<file path="src/rtl/psar_pkg.sv">
// Shared types and constants of the parabolic stop-and-reverse tracker.
`default_nettype none

package psar_pkg;

    localparam int PRICE_WIDTH_DEF = 32;
    localparam int ACCEL_WIDTH_DEF = 16;

    localparam int ACC_INC_RESET  = 1311;
    localparam int ACC_CEIL_RESET = 13107;

    localparam int CFG_INDEX_WIDTH = 1;
    localparam logic [CFG_INDEX_WIDTH-1:0] CFG_ACC_INC  = 1'b0;
    localparam logic [CFG_INDEX_WIDTH-1:0] CFG_ACC_CEIL = 1'b1;

    typedef struct packed {
        logic has_result;
        logic trend_long;
        logic status;
    } t_res_flags;

endpackage

`default_nettype wire

</file>
<file path="src/rtl/psar_move.sv">
// Moves the stop level toward the extreme point by the acceleration, rounded down.
`default_nettype none

module psar_move #(
    parameter int PRICE_WIDTH = psar_pkg::PRICE_WIDTH_DEF,
    parameter int ACCEL_WIDTH = psar_pkg::ACCEL_WIDTH_DEF
) (
    input  wire logic [PRICE_WIDTH-1:0] i_cur,
    input  wire logic [PRICE_WIDTH-1:0] i_target,
    input  wire logic [ACCEL_WIDTH-1:0] i_accel,
    output logic      [PRICE_WIDTH-1:0] o_moved
);
    import psar_pkg::*;

    logic                               neg;
    logic [PRICE_WIDTH-1:0]             mag;
    logic [PRICE_WIDTH+ACCEL_WIDTH-1:0] prod;
    logic [PRICE_WIDTH-1:0]             quot;
    logic                               rem;

    always_comb begin
        neg  = i_target < i_cur;
        mag  = neg ? (i_cur - i_target) : (i_target - i_cur);
        prod = {{ACCEL_WIDTH{1'b0}}, mag} * {{PRICE_WIDTH{1'b0}}, i_accel};
        quot = prod[PRICE_WIDTH+ACCEL_WIDTH-1:ACCEL_WIDTH];
        rem  = |prod[ACCEL_WIDTH-1:0];
        // A downward move rounds toward minus infinity, so a remainder adds one more step.
        if (neg) begin
            o_moved = i_cur - quot - PRICE_WIDTH'(rem);
        end else begin
            o_moved = i_cur + quot;
        end
    end

endmodule

`default_nettype wire

</file>
<file path="src/rtl/psar_step.sv">
// Tracker state and the combinational update of one bar.
`default_nettype none

module psar_step #(
    parameter int PRICE_WIDTH = psar_pkg::PRICE_WIDTH_DEF,
    parameter int ACCEL_WIDTH = psar_pkg::ACCEL_WIDTH_DEF
) (
    input  wire logic                   i_clk,
    input  wire logic                   i_rst_n,
    input  wire logic                   i_advance,
    input  wire logic                   i_first,
    input  wire logic [PRICE_WIDTH-1:0] i_high,
    input  wire logic [PRICE_WIDTH-1:0] i_low,
    input  wire logic [ACCEL_WIDTH-1:0] i_acc_inc,
    input  wire logic [ACCEL_WIDTH-1:0] i_acc_ceil,
    output psar_pkg::t_res_flags        o_flags,
    output logic      [PRICE_WIDTH-1:0] o_sar
);
    import psar_pkg::*;

    localparam logic [1:0] BARS_NONE = 2'd0;
    localparam logic [1:0] BARS_ONE  = 2'd1;
    localparam logic [1:0] BARS_TWO  = 2'd2;

    logic [PRICE_WIDTH-1:0] r_sar, n_sar;
    logic [PRICE_WIDTH-1:0] r_ext, n_ext;
    logic [ACCEL_WIDTH-1:0] r_acc, n_acc;
    logic                   r_long, n_long;
    logic [1:0]             r_bars, n_bars;
    logic [PRICE_WIDTH-1:0] r_low1, r_low2, r_high1, r_high2;

    logic [1:0]             bars;
    logic                   cfg_ok;
    logic                   long0;
    logic [PRICE_WIDTH-1:0] ext0, sar0, sar1, clamp1, sar2, ext1;
    logic [ACCEL_WIDTH-1:0] acc0, acc1;
    logic [ACCEL_WIDTH:0]   acc_sum;
    logic                   new_ext, flip;

    psar_move #(
        .PRICE_WIDTH(PRICE_WIDTH),
        .ACCEL_WIDTH(ACCEL_WIDTH)
    ) u_move (
        .i_cur   (sar0),
        .i_target(ext0),
        .i_accel (acc0),
        .o_moved (sar1)
    );

    always_comb begin
        bars   = i_first ? BARS_NONE : r_bars;
        cfg_ok = (i_acc_inc != '0) && (i_acc_ceil > i_acc_inc);

        if (bars == BARS_ONE) begin
            long0 = ({1'b0, r_high1} + {1'b0, r_low1}) <= ({1'b0, i_high} + {1'b0, i_low});
            ext0  = long0 ? r_high1 : r_low1;
            sar0  = long0 ? r_low1 : r_high1;
            acc0  = i_acc_inc;
        end else begin
            long0 = r_long;
            ext0  = r_ext;
            sar0  = r_sar;
            acc0  = r_acc;
        end

        if (long0) begin
            clamp1  = ((bars == BARS_TWO) && (sar1 > r_low2)) ? r_low2 : sar1;
            sar2    = (clamp1 > r_low1) ? r_low1 : clamp1;
            new_ext = i_high > ext0;
        end else begin
            clamp1  = ((bars == BARS_TWO) && (sar1 < r_high2)) ? r_high2 : sar1;
            sar2    = (clamp1 < r_high1) ? r_high1 : clamp1;
            new_ext = i_low < ext0;
        end

        acc_sum = {1'b0, acc0} + {1'b0, i_acc_inc};
        if (new_ext && (acc0 < i_acc_ceil)) begin
            acc1 = (acc_sum > {1'b0, i_acc_ceil}) ? i_acc_ceil : acc_sum[ACCEL_WIDTH-1:0];
        end else begin
            acc1 = acc0;
        end
        ext1 = new_ext ? (long0 ? i_high : i_low) : ext0;

        flip = long0 ? (i_low < sar2) : (i_high > sar2);
        if (flip) begin
            n_sar  = ext1;
            n_ext  = long0 ? i_low : i_high;
            n_acc  = i_acc_inc;
            n_long = !long0;
        end else begin
            n_sar  = sar2;
            n_ext  = ext1;
            n_acc  = acc1;
            n_long = long0;
        end
        n_bars = (bars == BARS_NONE) ? BARS_ONE : BARS_TWO;

        o_flags.has_result = bars != BARS_NONE;
        o_flags.trend_long = cfg_ok && n_long;
        o_flags.status     = !cfg_ok;
        o_sar              = cfg_ok ? n_sar : '0;
    end

    always_ff @(posedge i_clk) begin
        if (!i_rst_n) begin
            r_bars <= BARS_NONE;
        end else if (i_advance) begin
            r_bars <= n_bars;
        end
    end

    always_ff @(posedge i_clk) begin
        if (i_advance) begin
            r_high2 <= r_high1;
            r_low2  <= r_low1;
            r_high1 <= i_high;
            r_low1  <= i_low;
            if (bars != BARS_NONE) begin
                r_sar  <= n_sar;
                r_ext  <= n_ext;
                r_acc  <= n_acc;
                r_long <= n_long;
            end
        end
    end

    a_first_restarts: assert property (@(posedge i_clk) disable iff (!i_rst_n)
        i_advance && i_first |=> r_bars == BARS_ONE)
        else $error("A first bar did not restart the series.");

    a_bars_saturate: assert property (@(posedge i_clk) disable iff (!i_rst_n)
        i_advance && !i_first && r_bars != BARS_NONE |=> r_bars == BARS_TWO)
        else $error("Bar count did not saturate.");

    a_result_after_start: assert property (@(posedge i_clk) disable iff (!i_rst_n)
        i_advance |=> !i_first |-> o_flags.has_result)
        else $error("A bar following another bar gave no result.");

endmodule

`default_nettype wire

</file>
<file path="src/rtl/parabolic_sar_tracker_top.sv">
// Top level of the parabolic stop-and-reverse tracker with stream and configuration ports.
//
// Bars enter on the slave stream: s_axis_tdata carries high_price and low_price,
// s_axis_tuser carries first_bar. Results leave on the master stream: m_axis_tdata
// carries sar_value, m_axis_tuser carries trend_is_long and status.
// The configuration channel writes the acceleration increment (index 0) and the
// acceleration ceiling (index 1); it is always ready and should only be written while
// no word is in flight.
// A word accepted at a clock edge is registered in the input register and worked on there;
// once it advances, its result is registered in the output register and is valid on the
// master side. One word is accepted in every cycle unless the receiver stalls; the limit
// is the single multiply and compare chain of the stop update, which close the state loop.
// The first bar of a series gives no result; every later bar gives one result.
// After reset no series is open, both registers hold their default values, and the
// pipeline is empty. When the receiver stalls, the result stays in the output
// register and one more word waits in the input register; then s_axis_tready drops.
`default_nettype none

module parabolic_sar_tracker_top #(
    parameter int PRICE_WIDTH = psar_pkg::PRICE_WIDTH_DEF,
    parameter int ACCEL_WIDTH = psar_pkg::ACCEL_WIDTH_DEF,
    parameter int S_TDATA_W   = ((2 * PRICE_WIDTH + 7) / 8) * 8,
    parameter int M_TDATA_W   = ((PRICE_WIDTH + 7) / 8) * 8
) (
    input  wire logic                                 i_clk,
    input  wire logic                                 i_rst_n,
    input  wire logic                                 i_cfg_valid,
    output logic                                      o_cfg_ready,
    input  wire logic [psar_pkg::CFG_INDEX_WIDTH-1:0] i_cfg_index,
    input  wire logic [ACCEL_WIDTH-1:0]               i_cfg_data,
    input  wire logic                                 s_axis_tvalid,
    output logic                                      s_axis_tready,
    // Fields from bit 0: high_price, low_price, zero fill.
    input  wire logic [S_TDATA_W-1:0]                 s_axis_tdata,
    // Fields from bit 0: first_bar.
    input  wire logic [0:0]                           s_axis_tuser,
    output logic                                      m_axis_tvalid,
    input  wire logic                                 m_axis_tready,
    // Fields from bit 0: sar_value, zero fill.
    output logic      [M_TDATA_W-1:0]                 m_axis_tdata,
    // Fields from bit 0: trend_is_long, status.
    output logic      [1:0]                           m_axis_tuser
);
    import psar_pkg::*;

    localparam logic [ACCEL_WIDTH-1:0] STEP_RST = ACCEL_WIDTH'(ACC_INC_RESET);
    localparam logic [ACCEL_WIDTH-1:0] MAX_RST  = ACCEL_WIDTH'(ACC_CEIL_RESET);

    logic [ACCEL_WIDTH-1:0] r_acc_inc;
    logic [ACCEL_WIDTH-1:0] r_acc_ceil;

    logic                   r_in_valid;
    logic                   r_in_first;
    logic [PRICE_WIDTH-1:0] r_in_high;
    logic [PRICE_WIDTH-1:0] r_in_low;

    logic                   r_out_valid;
    logic [PRICE_WIDTH-1:0] r_out_sar;
    logic                   r_out_long;
    logic                   r_out_status;

    t_res_flags             flags;
    logic [PRICE_WIDTH-1:0] step_sar;
    logic                   advance;
    logic                   in_take;

    assign o_cfg_ready = 1'b1;

    always_ff @(posedge i_clk) begin
        if (!i_rst_n) begin
            r_acc_inc  <= STEP_RST;
            r_acc_ceil <= MAX_RST;
        end else if (i_cfg_valid && o_cfg_ready) begin
            if (i_cfg_index == CFG_ACC_INC) begin
                r_acc_inc <= i_cfg_data;
            end
            if (i_cfg_index == CFG_ACC_CEIL) begin
                r_acc_ceil <= i_cfg_data;
            end
        end
    end

    assign advance       = r_in_valid && (!flags.has_result || !r_out_valid || m_axis_tready);
    assign s_axis_tready = !r_in_valid || advance;
    assign in_take       = s_axis_tvalid && s_axis_tready;

    always_ff @(posedge i_clk) begin
        if (!i_rst_n) begin
            r_in_valid <= 1'b0;
        end else if (in_take) begin
            r_in_valid <= 1'b1;
        end else if (advance) begin
            r_in_valid <= 1'b0;
        end
    end

    always_ff @(posedge i_clk) begin
        if (in_take) begin
            r_in_first <= s_axis_tuser[0];
            r_in_high  <= s_axis_tdata[PRICE_WIDTH-1:0];
            r_in_low   <= s_axis_tdata[2*PRICE_WIDTH-1:PRICE_WIDTH];
        end
    end

    psar_step #(
        .PRICE_WIDTH(PRICE_WIDTH),
        .ACCEL_WIDTH(ACCEL_WIDTH)
    ) u_step (
        .i_clk     (i_clk),
        .i_rst_n   (i_rst_n),
        .i_advance (advance),
        .i_first   (r_in_first),
        .i_high    (r_in_high),
        .i_low     (r_in_low),
        .i_acc_inc (r_acc_inc),
        .i_acc_ceil(r_acc_ceil),
        .o_flags   (flags),
        .o_sar     (step_sar)
    );

    always_ff @(posedge i_clk) begin
        if (!i_rst_n) begin
            r_out_valid <= 1'b0;
        end else if (advance && flags.has_result) begin
            r_out_valid <= 1'b1;
        end else if (m_axis_tready) begin
            r_out_valid <= 1'b0;
        end
    end

    always_ff @(posedge i_clk) begin
        if (advance && flags.has_result) begin
            r_out_sar    <= step_sar;
            r_out_long   <= flags.trend_long;
            r_out_status <= flags.status;
        end
    end

    assign m_axis_tvalid = r_out_valid;
    assign m_axis_tdata  = M_TDATA_W'(r_out_sar);
    assign m_axis_tuser  = {r_out_status, r_out_long};

    a_status_clears_result: assert property (@(posedge i_clk) disable iff (!i_rst_n)
        r_out_valid && r_out_status |-> (r_out_sar == '0) && !r_out_long)
        else $error("A result with bad settings carried a stop level or trend.");

    a_input_not_lost: assert property (@(posedge i_clk) disable iff (!i_rst_n)
        r_in_valid && !advance |=> r_in_valid)
        else $error("A waiting bar was dropped.");

    a_no_phantom_result: assert property (@(posedge i_clk) disable iff (!i_rst_n)
        !r_out_valid && !(advance && flags.has_result) |=> !r_out_valid)
        else $error("A result appeared without a bar that causes one.");

endmodule

`default_nettype wire
</file>
<file path="config.mk">
export PLATFORM = sky130hd
export DESIGN_NAME = parabolic_sar_tracker_top
export DESIGN_NICKNAME = d
export VERILOG_FILES = /design/src/rtl/psar_pkg.sv /design/src/rtl/psar_move.sv /design/src/rtl/psar_step.sv /design/src/rtl/parabolic_sar_tracker_top.sv
export SDC_FILE = /design/constraint.sdc
export NUM_CORES = 2
export LEC_CHECK = 0
export BUFFER_PORTS_ARGS = -buffer_cell sky130_fd_sc_hd__buf_2
export CAP_MARGIN = 20
export CORE_MARGIN = 4
export CORE_UTILIZATION = 57
export CTS_CLUSTER_DIAMETER = 40
export CTS_CLUSTER_SIZE = 12
export DETAILED_ROUTE_END_ITERATION = 12
export GPL_TIMING_DRIVEN = 0
export PLACE_DENSITY_LB_ADDON = 0.3
export SETUP_SLACK_MARGIN = 0.5
export SYNTH_ARGS = -nofsm -noshare
export SYNTH_HDL_FRONTEND = slang
export SYNTH_HIERARCHICAL = 1
export SYNTH_SLANG_ARGS = --single-unit
export TNS_END_PERCENT = 10
</file>
<file path="constraint.sdc">
create_clock -name i_clk -period 28.8 [get_ports i_clk]
set_clock_uncertainty 0.2 [all_clocks]
set_input_delay 1.44 -clock i_clk [delete_from_list [all_inputs] [get_ports i_clk]]
set_output_delay 1.44 -clock i_clk [all_outputs]
set_load 0.05 [all_outputs]
</file>
# Word level (Yosys, flattened, before mapping)
# Cells that the tools add are included.
# W data, S select, Z words.
# classes
addsub,8
multipliers,1
magnitude_cmp,13
n_eq_ne,2
muxes,30
n_bitwise,1
reduce_logical,25
# ops
operator,n
$mux W32,16
$lt A32 B32 Y1,5
$gt A32 B32 Y1,4
$sub A32 B32 Y32,3
$add A32 B32 Y33,2
$mux W16,4
$mul A32 B16 Y48,1
$le A33 B33 Y1,1
$add A32 B32 Y32,1
$sub A32 B1 Y32,1
$add A16 B16 Y17,1
$gt A17 B16 Y1,1
$gt A16 B16 Y1,1
$lt A16 B16 Y1,1
$reduce_bool A16 Y1,1
$reduce_or A16 Y1,1
$logic_and A1 B1 Y1,8
$mux W1,8
$reduce_and A2 Y1,3
$reduce_bool A2 Y1,3
$logic_not A1 Y1,5
$mux W2,2
$logic_or A1 B1 Y1,3
$eq A2 B1 Y1 const B,1
3 further kinds,3
# word_totals
reg_bits,344
in_bits,87
output_inout_bits,37
wordCells,99

# Logic depth before layout (Yosys ltp)
# logic_depth
ltp_word,20
mapped_depth,113
ltp_nobuf,102

# Modules after synthesis
# The synthesis kept the hierarchy.
# by_module_without_submodules
mod,instances,cells_per_inst,area_per_inst_um2,seq_area_each_um2
psar_move,1,3074,24170.7,0.0
psar_step,1,2673,23902.9,6316.1
parabolic_sar_tracker_top,1,257,4282.9,3653.5

# Least setup slack after synthesis
# No wires, ideal clock.
# synth_path
path_type,flip-flop to flip-flop
from,register r_in_low[0]
to,register u_step.r_acc[15] (data pin)
arrival_time_ps,23482
required_ps,28335
setup_slack_ps,4853
stages_incl_launch_ff,106
path_buffers,13
cell_sequence,edfxtp_1 -> ha_1 -> fa_1 -> a211oi_1 -> o21ai_0 -> a21oi_1 -> o211ai_1 -> a31o_2 -> o41ai_1 -> o21ai_0 -> a21o_1 -> a21oi_1 -> xor2_1 -> ha_1 -> nand4_1 -> nor4_1 -> nand4_1 -> and2_1 -> [... 70 more ...] -> clkbuf_1 -> nor2_1 -> a211o_1 -> o221ai_1 -> ha_1 -> a2111oi_0 -> o21ai_0 -> a31o_2 -> a21oi_1 -> o211ai_1 -> a2111oi_1 -> o32ai_1 -> or2_1 -> buf_4 -> buf_6 -> buf_6 -> nand2_1 -> o211ai_1
# synth_via
elab_chain_cells,19
word_cells_on_any_way,37
cone_classes,6 x add/sub; 1 x mul; 10 x order compare; 16 x mux; 4 x reduce/logical
# synth_lines
item,line_no,source
"start, declared",parabolic_sar_tracker_top.sv:55,logic [PRICE_WIDTH-1:0] r_in_low;
"start signal, assigned",parabolic_sar_tracker_top.sv:101,r_in_low <= s_axis_tdata[2*PRICE_WIDTH-1:PRICE_WIDTH];
$add A32 B32 Y33 (*),psar_step.sv:55,"long0 = ({1'b0, r_high1} + {1'b0, r_low1}) <= ({1'b0, i_high} + {1'b0, i_low});"
$le A33 B33 Y1 (*),psar_step.sv:55,
$mux W32 (*),psar_step.sv:57,sar0 = long0 ? r_low1 : r_high1;
$mux W32 (*),psar_step.sv:54,if (bars == BARS_ONE) begin
via u_step.sar0[1],psar_step.sv:35,"logic [PRICE_WIDTH-1:0] ext0, sar0, sar1, clamp1, sar2, ext1;"
$sub A32 B32 Y32 / $lt A32 B32 Y1 (equally long branches),"psar_move.sv:23, psar_move.sv:22",
$mux W32,psar_move.sv:23,mag = neg ? (i_cur - i_target) : (i_target - i_cur);
$mul A32 B16 Y48,psar_move.sv:24,"prod = {{ACCEL_WIDTH{1'b0}}, mag} * {{PRICE_WIDTH{1'b0}}, i_accel};"
[... 3 more ...],n/a,
via u_step.sar1[30],psar_step.sv:35,
[... 2 more ...],n/a,
"$mux W32, on equally long branches","psar_step.sv:71, psar_step.sv:67",
$lt A32 B32 Y1 / $gt A32 B32 Y1 (equally long branches),"psar_step.sv:72, psar_step.sv:68",
"$mux W32, on equally long branches","psar_step.sv:72, psar_step.sv:68",
$mux W32 (*),psar_step.sv:66,if (long0) begin
$gt A32 B32 Y1 / $lt A32 B32 Y1 (equally long branches),psar_step.sv:84,flip = long0 ? (i_low < sar2) : (i_high > sar2);
$mux W1 (*),psar_step.sv:84,
$mux W16 (*),psar_step.sv:85,if (flip) begin
via u_step.n_acc[15],psar_step.sv:27,"logic [ACCEL_WIDTH-1:0] r_acc, n_acc;"
"end signal, assigned",psar_step.sv:121,r_acc <= n_acc;
"end, declared",psar_step.sv:27,
# The timed path passes the listed nets; every way through them passes the cells marked *.
# A chain may end at the register's enable or synchronous reset.

# Worst setup path after layout
# layout_path
from,register r_in_low[10]
to,register r_out_sar[11] (netlist: m_axis_tdata[11]) (data pin)
# layout_via
elab_chain_cells,19
word_cells_on_any_way,37
cone_classes,6 x add/sub; 1 x mul; 10 x order compare; 17 x mux; 3 x reduce/logical
# layout_lines
item,line_no,source
$add A32 B32 Y33 (*),psar_step.sv:55,
$le A33 B33 Y1 (*),psar_step.sv:55,
$mux W32 (*),psar_step.sv:56,ext0 = long0 ? r_high1 : r_low1;
$mux W32 (*),psar_step.sv:54,
via u_step.ext0[29],psar_step.sv:35,
$sub A32 B32 Y32 / $lt A32 B32 Y1 (equally long branches),"psar_move.sv:23, psar_move.sv:22",
$mux W32,psar_move.sv:23,
$mul A32 B16 Y48,psar_move.sv:24,
[... 3 more ...],n/a,
via u_step.sar1[31],psar_step.sv:35,
[... 1 more ...],n/a,
"$logic_and A1 B1 Y1, on equally long branches","psar_step.sv:71, psar_step.sv:67",
"$mux W32, on equally long branches","psar_step.sv:71, psar_step.sv:67",
$lt A32 B32 Y1 / $gt A32 B32 Y1 (equally long branches),"psar_step.sv:72, psar_step.sv:68",
"$mux W32, on equally long branches","psar_step.sv:72, psar_step.sv:68",
$mux W32 (*),psar_step.sv:66,
$gt A32 B32 Y1 / $lt A32 B32 Y1 (equally long branches),psar_step.sv:84,
$mux W1,psar_step.sv:84,
$mux W32 (*),psar_step.sv:85,
"end signal, assigned",parabolic_sar_tracker_top.sv:133,r_out_sar <= step_sar;
"end, declared",parabolic_sar_tracker_top.sv:58,logic [PRICE_WIDTH-1:0] r_out_sar;
# Marks and branches as above.

==> metrics.txt <==
# TYPE chip_impl_metric gauge
chip_impl_info{name="status",value="complete, no violations"} 1
chip_impl_metric{name="yosys.cell_types.count",unit=""} 105
chip_impl_metric{name="setup_total_negative_slack",unit="ns"} 0
chip_impl_metric{name="num_vias",unit=""} 46800
chip_impl_metric{name="hold_viol_final",unit=""} 0
chip_impl_metric{name="drive_above_1_share",unit="%"} 11.7
chip_impl_metric{name="synth-edff-count",unit=""} 308
chip_impl_metric{name="yosys_warnings",unit=""} 6
chip_impl_info{name="worst_setup_path_start_kind",value="register"} 1
chip_impl_metric{name="initial_utilization",unit="%"} 57.8
chip_impl_metric{name="syn-cell-area",unit="sq um"} 52400
chip_impl_metric{name="cp_slowest_stage_delay",unit="ns"} 0.64
chip_impl_info{name="synth.largest_area_cell",value="sky130_fd_sc_hd__edfxtp_1"} 1
chip_impl_metric{name="worst_pin_slew",unit="ns"} 1.10
chip_impl_metric{name="number_of_pins_with_negative_max_slew_slack_in_the_final_report",unit=""} 0
chip_impl_metric{name="hold_buf_count_cts",unit=""} 0
chip_impl_metric{name="timing.critical_path.buf_inv",unit=""} 22
chip_impl_metric{name="globalRouteTotalUtil",unit="%"} 36.2
chip_impl_info{name="cts_root_buffer",value="sky130_fd_sc_hd__clkbuf_16"} 1
chip_impl_metric{name="average_cell_area_after_synthesis",unit="sq um"} 8.72
chip_impl_metric{name="grt_pass1_wl",unit="um"} 272000
chip_impl_metric{name="post-route-worst-setup-slack",unit="ns"} 1.13
chip_impl_metric{name="synthArstFlopShare",unit="%"} 0
chip_impl_metric{name="grt_max_degree",unit=""} 66
chip_impl_metric{name="floorplan.die_area",unit="sq um"} 96800
chip_impl_metric{name="n_fill_cell",unit=""} 7687
chip_impl_info{name="synthTopCellsByArea",value="sky130_fd_sc_hd__edfxtp_1 (18%), sky130_fd_sc_hd__ha_1 (16%), sky130_fd_sc_hd__fa_1 (16%)"} 1
chip_impl_metric{name="die-width",unit="um"} 311
chip_impl_metric{name="drt_pass1_iterations",unit=""} 7
chip_impl_metric{name="drc",unit=""} 0
chip_impl_metric{name="finalCritPeriodShare",unit="%"} 96.1
chip_impl_metric{name="yosys.area.top_type_share",unit="%"} 17.7
chip_impl_metric{name="numClockSinks",unit=""} 344
chip_impl_metric{name="drt.antenna.violating_nets",unit=""} 0
chip_impl_metric{name="detailed_place_hpwl",unit="um"} 149000
chip_impl_info{name="min-delay-path-class",value="register to register"} 1
chip_impl_metric{name="fin_area",unit="sq um"} 58400
chip_impl_metric{name="fin_hold_ws",unit="ns"} 0.339
chip_impl_info{name="timing.critical_path.to_type",value="register"} 1
chip_impl_metric{name="cts_bufs_inserted",unit=""} 55
chip_impl_metric{name="setup_viol",unit=""} 0
chip_impl_metric{name="multi_input_gate_area",unit="sq um"} 38900
chip_impl_metric{name="timing.max_slew.rel_slack",unit="%"} 26.8
chip_impl_metric{name="die_height",unit="um"} 311
chip_impl_metric{name="syn_nets",unit=""} 7202
chip_impl_metric{name="portBuffers",unit=""} 122
chip_impl_metric{name="routed_wire_length_per_instance",unit="um"} 24.0
chip_impl_metric{name="final_nets",unit=""} 7483
chip_impl_metric{name="clk_latency",unit="ns"} 0.64
chip_impl_metric{name="portion_of_the_post_synthesis_area_used_by_sequential_elements",unit="%"} 19.0
chip_impl_metric{name="globalplace.congestion",unit=""} 0.995
chip_impl_metric{name="maxCapViolations",unit=""} 0
chip_impl_metric{name="cp.arrival",unit="ns"} 27.84
chip_impl_info{name="layout.cells.most_common",value="sky130_fd_sc_hd__inv_1"} 1
chip_impl_info{name="cts_tree",value="built"} 1
chip_impl_info{name="critical_path.slowest_cell",value="sky130_fd_sc_hd__o221ai_1"} 1
chip_impl_metric{name="detailed_place.area",unit="sq um"} 54800
chip_impl_metric{name="cts.htree.levels",unit=""} 2
chip_impl_metric{name="floorplan.rows",unit=""} 110
chip_impl_metric{name="diodes",unit=""} 0
chip_impl_info{name="mostFrequentLayoutCells",value="sky130_fd_sc_hd__inv_1 (864), sky130_fd_sc_hd__nand2_1 (699), sky130_fd_sc_hd__ha_1 (683)"} 1
chip_impl_metric{name="clk_path_buf_depth",unit=""} 3
chip_impl_metric{name="fmax",unit="GHz"} 0.0361
chip_impl_metric{name="synth_cells",unit=""} 6004
chip_impl_metric{name="max_fanout_on_critical_path",unit=""} 10
chip_impl_metric{name="syn_to_final_growth",unit="%"} 11.5
chip_impl_info{name="synth_ff_type",value="sky130_fd_sc_hd__edfxtp_1"} 1
chip_impl_metric{name="post_layout_minimum_cycle_time",unit="ns"} 27.67
chip_impl_metric{name="clkSlewWorstSetupHoldPaths",unit="ns"} 0.06
chip_impl_info{name="critical-path-top-delay-family",value="compound AO/OA/AOI/OAI gates"} 1
chip_impl_metric{name="vias_in_the_first_global_route",unit=""} 46900
chip_impl_metric{name="pin_count",unit=""} 124
chip_impl_metric{name="gr-total-overflow",unit=""} 0
chip_impl_metric{name="critical_path_required",unit="ns"} 28.97
chip_impl_info{name="crit_path_frequent_cell",value="sky130_fd_sc_hd__ha_1"} 1
chip_impl_metric{name="core_area",unit="sq um"} 90600
chip_impl_metric{name="postRouteWirelength",unit="um"} 180000
chip_impl_metric{name="layout.area.seq",unit="sq um"} 9970
chip_impl_metric{name="antenna_found_initial",unit=""} 1
chip_impl_metric{name="detail_route.iter0.violations",unit=""} 4868
chip_impl_metric{name="synth_register_bits",unit=""} 344
chip_impl_metric{name="detail_route.vias_per_cell",unit=""} 6.23
chip_impl_info{name="grt_setup_unrepaired",value="false"} 1
chip_impl_info{name="critical_path_class",value="register to register"} 1
chip_impl_metric{name="place_ws",unit="ns"} -4.60
## worst min-delay path, delay by kind of cell (launching register included)
family	cells	cell delay, ns
DFF	1	0.34
and+or+nand+nor	2	0.15
## repair_timing
item                       4_1_cts  5_1_grt
setup endpoints to repair      114      114
gates cloned                     0        1
buffers inserted                36       38
resized for setup              172      130
pin swaps                       29       27
## kinds of logic (layout without fill, tap and decap cells)
family                     count (synthesis)  after routing  share of synthesized area (%)
AOI/OAI and AO/OA                       1395           1396                           17.9
xor gates and xnor gates                 195            195                           3.28
DFF                                      344            344                           19.0
buffers and inverters                   1126           1452                           8.50
adders and majority gates               1111           1111                           32.7
muxes                                    176            176                           3.63
and+or+nand+nor                         1656           1656                           14.9
other                                      1              1                        0.00716
## Yosys cell counts (all sizes together), types with 8 or more instances
library cell / number
buf: 94
and4: 11
o211ai: 66
nand2: 702
o21a: 46
a211oi: 40
nor2: 262
o221ai: 39
a221oi: 15
inv: 864
o311ai: 18
o22ai: 72
a2111oi: 21
o21ai: 257
ha: 685
edfxtp: 308
nor4: 35
or2: 17
nand4: 82
o32ai: 15
o21bai: 36
and2: 173
a221o: 9
nand2b: 42
fa: 426
a21boi: 31
a21oi: 364
and3: 31
xnor2: 135
o221a: 33
a211o: 49
o2111ai: 8
a31oi: 51
clkbuf: 167
a21o: 131
nand3: 132
mux2i: 105
xor2: 60
dfxtp: 36
nor3: 73
or3: 24
mux2: 71
o211a: 11
nor2b: 44
o31ai: 30
## cell type report
class                   instances  share of cell area, %
clock inverters                41                  0.787
flip-flops and latches        344                   17.1
well taps                    1176                   2.52
plain buffers                 261                   2.29
inverters                     865                   5.57
clock buffers                  62                   2.49
multi-input cells            4535                   66.6
repair buffers                223                   2.61
## state kept, by name, indices dropped and copies added (netlist names)
register / count
m_axis_tdata: 32
r_in_high: 32
r_in_low: 32
u_step/r_ext: 32
u_step/r_high1: 32
u_step/r_high2: 32
u_step/r_low1: 32
u_step/r_low2: 32
u_step/r_sar: 32
r_acc_ceil: 16
r_acc_inc: 16
u_step/r_acc: 16
u_step/r_bars: 2
m_axis_tvalid: 1
r_in_first: 1
r_in_valid: 1
r_out_long: 1
r_out_status: 1
u_step/r_long: 1
## routing by layer
layer	up-vias	global-route usage, %	part of all wire, %
met5	-	0	0.0072
met4	2	22.7	7.6
met3	527	5.73	8.7
met2	2382	58.4	45
met1	22400	45.7	39
li1	21500	-	-
## path summary, 6_finish.rpt
check,from,end,slack [ns],cells after the start
worst max-delay path,r_in_low[10]$_DFFE_PP_,m_axis_tdata[11]$_DFFE_PP_,1.13,101
worst min-delay path,r_acc_ceil[1]$_SDFFE_PN1P_,r_acc_ceil[1]$_SDFFE_PN1P_,0.34,2
worst max register to register,r_in_low[10]$_DFFE_PP_,m_axis_tdata[11]$_DFFE_PP_,1.13,101
worst min register to register,r_acc_ceil[1]$_SDFFE_PN1P_,r_acc_ceil[1]$_SDFFE_PN1P_,0.34,2
## metrics by stage
step	util (%)	instances
after global routing	64.4	7507
final	64.4	7507
after global placement	60.1	7302
after floorplan	-	6004
after detailed placement	60.5	7326
after CTS	63.6	7465
Power is not shown: default switching activity piles up to over one toggle a cycle in this logic, so the estimate is an artifact.
